`config.mk`:
```
export PLATFORM = sky130hd
export DESIGN_NAME = gaussian_log_likelihood_score
export DESIGN_NICKNAME = d
export VERILOG_FILES = /design/src/design/glls_pkg.sv /design/src/design/gaussian_log_likelihood_score.sv
export SDC_FILE = /design/constraint.sdc
export NUM_CORES = 1
export LEC_CHECK = 0
export ABC_AREA = 1
export BUFFER_PORTS_ARGS = -buffer_cell sky130_fd_sc_hd__buf_2
export CORE_MARGIN = 3
export CORE_UTILIZATION = 30
export CTS_BUF_LIST = sky130_fd_sc_hd__clkbuf_8
export DETAILED_ROUTE_END_ITERATION = 12
export GPL_ROUTABILITY_DRIVEN = 0
export SYNTH_ARGS = -nofsm -noshare
export SYNTH_HDL_FRONTEND = slang
export SYNTH_SLANG_ARGS = --single-unit
```
`constraint.sdc`:
```
create_clock -name clk -period 7.8 [get_ports clk]
set_input_delay 0.39 -clock clk [delete_from_list [all_inputs] [get_ports clk]]
set_output_delay 0.39 -clock clk [all_outputs]
set_load 0.02 [all_outputs]
```
`src/design/glls_pkg.sv`:
```
`timescale 1ns / 1ps

package glls_pkg;

  // Fixed field widths of the element and result formats.
  localparam int unsigned FIELD_W = 16;
  localparam int unsigned SCORE_W = 32;
  localparam int unsigned SUM_W = 48;
  localparam int unsigned SQ_W = 2 * FIELD_W;
  localparam int unsigned TERM_W = SQ_W + 1;

  // Steps of the shared restoring divider for one element term and for the final mean.
  localparam int unsigned TERM_STEPS = TERM_W;
  localparam int unsigned MEAN_STEPS = SUM_W;
  localparam int unsigned STEP_W = $clog2(MEAN_STEPS + 1);

  localparam int unsigned DEFAULT_MAX_ELEMENTS = 4096;

  // A zero variance code stands for 1.0 in unsigned Q2.14.
  localparam logic [FIELD_W-1:0] ONE_Q2_14 = 16'd16384;
  localparam logic [SUM_W-1:0] SUM_MAX = {SUM_W{1'b1}};
  localparam logic [SUM_W-1:0] MEAN_LIMIT = 48'h0000_8000_0000;

endpackage

```
`src/design/gaussian_log_likelihood_score.sv`:
```
`timescale 1ns / 1ps

// Diagonal Gaussian log-likelihood scorer.
// Each transfer on the in_ channel carries one vector element: in_tdata holds the sample
// value, the model mean and the model variance, and in_tlast marks the final element.
// The block adds (value - mean)^2 / (2 * variance) to a 48-bit running sum, taking a
// zero variance as 1.0. After the last element it divides the sum by the element count
// and presents the negated mean as a signed Q16.16 score on the out_ channel, with
// out_tuser set when the sum, the element count or the score saturated.
// One shared restoring divider, one quotient bit per cycle, does all the division.
// A non-final element keeps in_tready low after its transfer through the multiply state,
// 33 divider steps and the accumulate state, so the next element waits until its term is
// summed. A last element then adds a load state, 48 divider steps and the emit state,
// which writes the result register once it is free and raises out_tvalid.
// Elements beyond MAX_ELEMENTS are dropped and flag saturation; a dropped element that
// is not last leaves in_tready high.
// The result register parts the two channels: the next vector's elements are taken
// while a score still waits, and only the write of the next score waits for out_tready.
// A synchronous active-low reset clears the sum, count, flag and out_tvalid, and idles the FSM.
module gaussian_log_likelihood_score #(
  parameter int unsigned MAX_ELEMENTS = glls_pkg::DEFAULT_MAX_ELEMENTS
) (
  input  logic                              clk,
  input  logic                              rst_n,
  input  logic                              in_tvalid,
  output logic                              in_tready,
  // sample_value [15:0], model_mean [31:16], model_variance [47:32]
  input  logic [3*glls_pkg::FIELD_W-1:0]    in_tdata,
  input  logic                              in_tlast,   // last_element
  output logic                              out_tvalid,
  input  logic                              out_tready,
  output logic [glls_pkg::SCORE_W-1:0]      out_tdata,  // score [31:0]
  output logic                              out_tuser   // saturated
);
  import glls_pkg::*;

  localparam int unsigned CNT_W = $clog2(MAX_ELEMENTS + 1);
  localparam int unsigned DSR_W = (CNT_W > FIELD_W) ? CNT_W : FIELD_W;

  typedef enum logic [2:0] {
    S_IDLE,
    S_MUL,
    S_DIV,
    S_ACC,
    S_FLOAD,
    S_EMIT
  } state_t;

  state_t state_r, state_nxt;

  logic [FIELD_W-1:0] val_r, val_nxt;
  logic [FIELD_W-1:0] mean_r, mean_nxt;
  logic [FIELD_W-1:0] var_r, var_nxt;
  logic               last_r, last_nxt;
  logic               final_r, final_nxt;

  logic [SUM_W-1:0]   sum_r, sum_nxt;
  logic [CNT_W-1:0]   count_r, count_nxt;
  logic               ovf_r, ovf_nxt;

  // Shared divider: dividend shifts out at the top while quotient bits shift in below.
  logic [SUM_W-1:0]   dvd_r, dvd_nxt;
  logic [DSR_W-1:0]   rem_r, rem_nxt;
  logic [DSR_W-1:0]   dsr_r, dsr_nxt;
  logic [STEP_W-1:0]  step_r, step_nxt;

  logic               out_valid_r, out_valid_nxt;
  logic [SCORE_W-1:0] score_r, score_nxt;
  logic               sat_r, sat_nxt;

  logic               in_xfer;
  logic               count_full;
  logic signed [FIELD_W:0] diff;
  logic [FIELD_W-1:0] abs_diff;
  logic [SQ_W-1:0]    square;
  logic [DSR_W:0]     shifted;
  logic               fits;
  logic [SUM_W:0]     sum_ext;
  logic [SUM_W-1:0]   mean_clamped;
  logic               mean_over;

  assign in_tready  = (state_r == S_IDLE);
  assign in_xfer    = in_tvalid && in_tready;
  assign count_full = (count_r >= CNT_W'(MAX_ELEMENTS));
  assign out_tvalid = out_valid_r;
  assign out_tdata  = score_r;
  assign out_tuser  = sat_r;

  // Exact deviation and its square; |diff| never exceeds 65535.
  assign diff     = $signed({val_r[FIELD_W-1], val_r}) - $signed({mean_r[FIELD_W-1], mean_r});
  assign abs_diff = diff[FIELD_W] ? FIELD_W'(-diff) : diff[FIELD_W-1:0];
  assign square   = abs_diff * abs_diff;

  // One restoring divider step.
  assign shifted = {rem_r, dvd_r[SUM_W-1]};
  assign fits    = (shifted >= {1'b0, dsr_r});

  assign sum_ext      = {1'b0, sum_r} + {{(SUM_W+1-TERM_W){1'b0}}, dvd_r[TERM_W-1:0]};
  assign mean_over    = (dvd_r > MEAN_LIMIT);
  assign mean_clamped = mean_over ? MEAN_LIMIT : dvd_r;

  always_comb begin
    state_nxt     = state_r;
    val_nxt       = val_r;
    mean_nxt      = mean_r;
    var_nxt       = var_r;
    last_nxt      = last_r;
    final_nxt     = final_r;
    sum_nxt       = sum_r;
    count_nxt     = count_r;
    ovf_nxt       = ovf_r;
    dvd_nxt       = dvd_r;
    rem_nxt       = rem_r;
    dsr_nxt       = dsr_r;
    step_nxt      = step_r;
    score_nxt     = score_r;
    sat_nxt       = sat_r;
    out_valid_nxt = out_valid_r && !out_tready;

    unique case (state_r)
      S_IDLE: begin
        if (in_xfer) begin
          val_nxt  = in_tdata[FIELD_W-1:0];
          mean_nxt = in_tdata[2*FIELD_W-1:FIELD_W];
          var_nxt  = in_tdata[3*FIELD_W-1:2*FIELD_W];
          last_nxt = in_tlast;
          if (count_full) begin
            // The element is dropped but a last marker still closes the vector.
            ovf_nxt   = 1'b1;
            state_nxt = in_tlast ? S_FLOAD : S_IDLE;
          end else begin
            state_nxt = S_MUL;
          end
        end
      end
      S_MUL: begin
        // Numerator 2*D sits at the top so 33 steps leave the quotient in the low bits.
        dvd_nxt   = {square, 1'b0, {(SUM_W-TERM_W){1'b0}}};
        rem_nxt   = '0;
        dsr_nxt   = DSR_W'((var_r == '0) ? ONE_Q2_14 : var_r);
        step_nxt  = STEP_W'(TERM_STEPS);
        final_nxt = 1'b0;
        state_nxt = S_DIV;
      end
      S_DIV: begin
        rem_nxt  = fits ? DSR_W'(shifted - {1'b0, dsr_r}) : shifted[DSR_W-1:0];
        dvd_nxt  = {dvd_r[SUM_W-2:0], fits};
        step_nxt = step_r - 1'b1;
        if (step_r == STEP_W'(1)) begin
          state_nxt = final_r ? S_EMIT : S_ACC;
        end
      end
      S_ACC: begin
        if (sum_ext[SUM_W]) begin
          sum_nxt = SUM_MAX;
          ovf_nxt = 1'b1;
        end else begin
          sum_nxt = sum_ext[SUM_W-1:0];
        end
        count_nxt = count_r + 1'b1;
        state_nxt = last_r ? S_FLOAD : S_IDLE;
      end
      S_FLOAD: begin
        dvd_nxt   = sum_r;
        rem_nxt   = '0;
        dsr_nxt   = (count_r == '0) ? DSR_W'(1) : DSR_W'(count_r);
        step_nxt  = STEP_W'(MEAN_STEPS);
        final_nxt = 1'b1;
        state_nxt = S_DIV;
      end
      S_EMIT: begin
        if (!out_valid_r || out_tready) begin
          score_nxt     = SCORE_W'(0) - mean_clamped[SCORE_W-1:0];
          sat_nxt       = ovf_r || mean_over;
          out_valid_nxt = 1'b1;
          sum_nxt       = '0;
          count_nxt     = '0;
          ovf_nxt       = 1'b0;
          state_nxt     = S_IDLE;
        end
      end
      default: begin
        state_nxt = S_IDLE;
      end
    endcase
  end

  always_ff @(posedge clk) begin
    if (!rst_n) begin
      state_r     <= S_IDLE;
      sum_r       <= '0;
      count_r     <= '0;
      ovf_r       <= 1'b0;
      out_valid_r <= 1'b0;
      final_r     <= 1'b0;
      step_r      <= '0;
    end else begin
      state_r     <= state_nxt;
      sum_r       <= sum_nxt;
      count_r     <= count_nxt;
      ovf_r       <= ovf_nxt;
      out_valid_r <= out_valid_nxt;
      final_r     <= final_nxt;
      step_r      <= step_nxt;
    end
    val_r   <= val_nxt;
    mean_r  <= mean_nxt;
    var_r   <= var_nxt;
    last_r  <= last_nxt;
    dvd_r   <= dvd_nxt;
    rem_r   <= rem_nxt;
    dsr_r   <= dsr_nxt;
    score_r <= score_nxt;
    sat_r   <= sat_nxt;
  end

  // The count never passes the configured vector length.
  assert property (@(posedge clk) disable iff (!rst_n) count_r <= CNT_W'(MAX_ELEMENTS))
    else $error("element count passed MAX_ELEMENTS");

  // The divider is never in its step state with no steps left.
  assert property (@(posedge clk) disable iff (!rst_n) (state_r == S_DIV) |-> (step_r != '0))
    else $error("divider running with zero steps");

  // A transfer that is summed or that closes a vector keeps the block busy next cycle.
  assert property (@(posedge clk) disable iff (!rst_n)
      (in_xfer && (!count_full || in_tlast)) |=> !in_tready)
    else $error("input accepted back to back");

  // Writing a fresh score clears the per-vector state at the same edge.
  assert property (@(posedge clk) disable iff (!rst_n)
      $rose(out_valid_r) |-> (count_r == '0 && sum_r == '0 && !ovf_r))
    else $error("vector state not cleared with result");

  // The divisor is never zero while dividing.
  assert property (@(posedge clk) disable iff (!rst_n) (state_r == S_DIV) |-> (dsr_r != '0))
    else $error("zero divisor in shared divider");

endmodule
```
Yosys cells after proc, flatten, opt, wreduce, memory -nomap -nowiden:

Index checks and enable logic that the tools add are counted.

* output and inout bits: 35
* input bits: 53
* register bits: 235
* logic and storage cells: 88

* multipliers: 1
* $add $sub $neg: 7
* $lt $le $gt $ge: 3
* multiplexer cells: 30
* reductions and logical operators: 20
* equality and inequality tests: 11

Operators by type and width (number)
* $pmux W48 S3: 1
* $mux W48: 2
* $pmux W48 S2: 1
* $pmux W16 S2: 2
* $add A48 B33 Y49: 1
* $gt A48 B32 Y1 const B: 1
* $mux W16: 3
* $mul A16 B16 Y32: 1
* $mux W32: 1
* $sub A1 B32 Y32 const A: 1
* $mux W13: 2
* $pmux W13 S2: 1
* $mux W3: 7
* $pmux W6 S3: 1
* $ge A17 B16 Y1: 1
* $sub A16 B16 Y17: 1
* $logic_not A16 Y1: 1
* $neg A16 Y16: 1
* $sub A16 B16 Y16: 1
* $pmux W3 S5: 1
* $add A13 B1 Y13 const B: 1
* $ge A13 B13 Y1 const B: 1
* $logic_not A13 Y1: 1
* $eq A3 B2 Y1 const B: 2
* 19 further kinds: 36

Longest topological paths before layout:

* depth after elaboration: 5
* depth in mapped cells: 45
* mapped depth without buffers: 45

Worst setup path before layout:

OpenSTA, ideal clock, no wires.

* path kind: register -> register
* start: register mean_r[0]
* end: register dvd_r[47], data pin
* buffers on the path: 1
* data arrival time: 7.224 ns
* cell stages (with the launch flop): 38
* library setup time: 0.254 ns
* clock period less this slack: 7.478 ns
* data required time: 7.546 ns
* path slack: 0.322 ns
* cells stage by stage: edfxtp_1 > ha_1 > fa_1 > ha_1 > inv_1 > nor2_1 > nand3_1 > nor2_1 > nand2_1 > nor2_2 > a21oi_1 > or2_1 > nand2_1 > buf_2 > nand2_1 > fa_1 > inv_1 > fa_1 > [... 2 more ...] > fa_1 > inv_1 > fa_1 > inv_1 > ha_1 > nand2_1 > nor2_1 > inv_1 > o21ai_0 > a21oi_1 > o21bai_1 > nand3_1 > nand2_1 > a31oi_1 > inv_1 > nand2_1 > nand3_1 > nand2_1

* longest elaborated chain between the ends: 5

Ends and longest elaborated chain
* start: declaration: line gaussian_log_likelihood_score.sv:52 `logic [FIELD_W-1:0] mean_r, mean_nxt;`
* start signal: assignment: line gaussian_log_likelihood_score.sv:207 `mean_r <= mean_nxt;`
* $sub A16 B16 Y17 (*): line gaussian_log_likelihood_score.sv:90 `assign diff = $signed({val_r[FIELD_W-1], val_r}) - $signed({mean_r[FIELD_W-1], mean_r});`
* $neg A16 Y16: line gaussian_log_likelihood_score.sv:91 `assign abs_diff = diff[FIELD_W] ? FIELD_W'(-diff) : diff[FIELD_W-1:0];`
* $mux W16 (*): line gaussian_log_likelihood_score.sv:91
* $mul A16 B16 Y32 (*): line gaussian_log_likelihood_score.sv:92 `assign square = abs_diff * abs_diff;`
* $pmux W48 S3 (*): line gaussian_log_likelihood_score.sv:120 `unique case (state_r)`
* via dvd_nxt[47]: line gaussian_log_likelihood_score.sv:62 `logic [SUM_W-1:0] dvd_r, dvd_nxt;`
* end signal: assignment: line gaussian_log_likelihood_score.sv:210 `dvd_r <= dvd_nxt;`
* end: declaration: line gaussian_log_likelihood_score.sv:62

The timed path passes the listed nets; every way through them passes the cells marked *.
A chain may end at the register's enable or synchronous reset.

Worst setup path in the final report:

* start: register mean_r[0]
* end: register dvd_r[39], data pin

Same word-level chain as after synthesis.

==> results.py <==
metrics = {
    "detailed_routing": {
        "wl_met2_um": 27120,
        "top_layer_used": "met4",
        "drtIter0Drc": 1165,
        "drc": 0,
        "drt-met1-wl_um": 25940,
        "wire_per_inst_um": 14.00,
        "vias": 18930,
        "routed_wirelength_um": 56620,
        "first_pass_iters": 5,
        "routed_via_density": 4.682,
        "route.met3.wl_um": 2369,
        "ant_nets": 0,
    },
    "global_route": {
        "antenna_found_initial": 1,
        "grt-ovfl-total": 0,
        "grt_max_degree": 61,
        "grt_pass1_wl_um": 93150,
        "track_usage_pct": 14.53,
        "grt_pass1_vias": 18900,
    },
    "critical_path": {
        "critPathRequiredTime_ps": 8130,
        "rrSetupSlack_ps": 160,
        "startpoint": "mean_r[0]",
        "r2r_cells": 39,
        "critPathTopFamily": "adder cells",
        "cp_num_buf_inv": 8,
        "slowest_stage": "fa_1",
        "max_stage_delay_ps": 540,
        "cp_common_cell": "fa_1",
        "worstPathArrival_ps": 7970,
        "path_class": "reg2reg",
        "worstSetupStartpointType": "register",
        "reg2reg_from": "mean_r[0]",
        "critPathMaxFanout": 6,
        "reg2reg_to": "dvd_r[39]",
        "end_kind": "register",
    },
    "floorplan": {
        "die-area_um2": 76980,
        "die_w_um": 277.5,
        "core_um2": 72220,
        "rows": 98,
        "ios": 88,
        "start_util_pct": 30.61,
        "die_h_um": 277.5,
    },
    "min_path": {
        "hold_start": "rst_n",
        "min_delay_path_depth": 3,
        "hold_end": "step_r[4]",
        "hold_path_class": "in2reg",
    },
    "cts": {
        "path_clk_slew_ps": 60,
        "clockBufferDepth": 3,
        "cts-root-buf": "clkbuf_8",
        "cts_tree": "done",
        "cts_sinks": 235,
        "h-tree-depth": 2,
        "cts_buffers": 40,
        "clk_latency_ps": 620,
    },
    "finish": {
        "drive_gt1_share_pct": 17.79,
        "final_cells": 4044,
        "fin_util_pct": 37.17,
        "area_growth_pct": 21.45,
        "nets": 3447,
    },
    "timing": {
        "fmax_ghz": 0.1309,
        "grt_setup_unrepaired": "true",
        "layout_min_cycle_time_ps": 7638,
        "worstMarginPinSlew_ps": 1174,
        "worst_slack_ps": 161.5,
        "setup_viol_count_final": 0,
        "timing.slew.headroom_pct": 21.61,
        "drv_slew": 0,
        "fin_crit_sh_pct": 97.93,
        "hold_viol": 0,
        "fin_skew_ps": 35.21,
    },
    "synthesis": {
        "ys_async_sr_fraction_pct": 0,
        "ys.flop_type": "edfxtp_1",
        "ys_types": 65,
        "yosysWarnings": 0,
        "yosys.area.top_type": "edfxtp_1",
        "synth_seq_area_share_pct": 28.62,
        "syn_inst": 2783,
        "ys_seq_elements": 235,
        "synth_area_um2": 22110,
        "syn-num-nets": 3170,
        "synthTopCellsByCount": "546 x inv_1, 506 x nand2_1, 264 x nor2_1",
        "synth_edf_count": 162,
        "netlist_top_cells_area": "edfxtp_1 22%, fa_1 15%, ha_1 9.5%",
        "syn_area_per_cell_um2": 7.943,
        "yosysMostFrequentCell": "inv_1",
        "synth_top_area_share_pct": 22.01,
    },
    "placed_design": {
        "dp.cells": 3887,
        "place_ws_ps": -120.4,
        "portBuffers": 87,
        "hpwl_um": 43540,
    },
    "status": {
        "status": "complete, no violations",
    },
    "job": {
        "maxCapViolCount": 0,
    },
}
registers in the layout (all words and copies together), names as in the netlist, 3 cells and up:
signal	count
dvd_r	48
sum_r	48
out_tdata	32
dsr_r	16
mean_r	16
rem_r	16
val_r	16
var_r	16
count_r	13
step_r	6
state_r	3
worst register-to-register path, delay by kind of cell (launching register included):
family | cells | cell delay (ps)
AOI/OAI and AO/OA | 7 | 790
and+or+nand+nor | 15 | 1820
adders and majority gates | 9 | 3860
buffers and inverters | 8 | 530
DFF | 1 | 410
worst max-delay path by stage:
stage | endpoint | slack (ps) | cells after the start
final | dvd_r[39] | 160 | 39
after global routing | dvd_r[39] | -150 | 38
after CTS | dvd_r[39] | -20 | 40
after detailed placement | dvd_r[39] | -120 | 38
after global placement | dvd_r[39] | -70 | 38
after floorplan | dvd_r[47] | 320 | 37
placed cells by master (no fill, tap or decap), drive strengths merged, types with 4 or more instances in the layout:
master	synthesis	final
inv	566	588
dfxtp	73	73
a21oi	216	216
clkbuf	38	41
nand4	32	32
dlygate4sd3	0	49
o221ai	12	12
nand3	96	96
or2	9	9
a21o	4	4
buf	23	247
o21ai	174	174
o21a	6	6
fa	167	167
ha	167	167
o211ai	24	24
xnor2	28	28
o21bai	8	8
a31oi	22	22
xor2	64	64
nand2	522	522
nor4	15	15
nor3	44	44
nor2	283	283
clkinv	1	7
edfxtp	162	162
bufinv	0	5
cells by family (layout without fill, tap and decap cells):
logic type	after synthesis	after routing	synth area share, %
other cells	0	2	0
xor+xnor	92	92	3.781
fa+ha+maj	334	334	24.58
mux	1	1	0.04528
buf+inv	628	937	11.02
compound gates	483	483	12.25
simple gates	1010	1010	19.71
flops	235	235	28.62
final cells by class:
class / count / area [um^2]
fillers: 7374 / 45370
clock inverters: 33 / 284.0
inverters: 567 / 2156
multi-input cells: 1920 / 14150
repair buffers: 296 / 2176
diodes: 2 / 5.005
flip-flops and latches: 235 / 6326
clock buffers: 41 / 564.3
well taps: 950 / 1189
layer usage:
| metal | global-route usage, % | vias up |
|---|---|---|
| met4 | 3.691 | 0 |
| met1 | 18.97 | 8973 |
| li1 | - | 9516 |
| met5 | 0 | - |
| met3 | 2.087 | 82 |
| met2 | 25.18 | 361 |
metrics by stage:
stage / instance area (um^2) / hold WS (ps) / setup TNS [ps]
after floorplan: 22110 / 429.3 / 0
after global placement: 24410 / 452.6 / -136.4
after detailed placement: 24410 / 457.9 / -304.9
after CTS: 25800 / 6.536 / -15.89
after global routing: 26850 / 59.09 / -748.2
final: 26850 / 67.69 / 0
timing repair:
item	4_1_cts	5_1_grt
hold buffers	49	0
resized for setup	11	219
endpoints found under the hold margin	49	0
setup endpoints to repair	5	20
buffers inserted	2	30
pin swaps	2	126
Power is left out: the tool's default activity adds up to more than one toggle a clock period on the data nets, which glitch-free logic cannot reach.
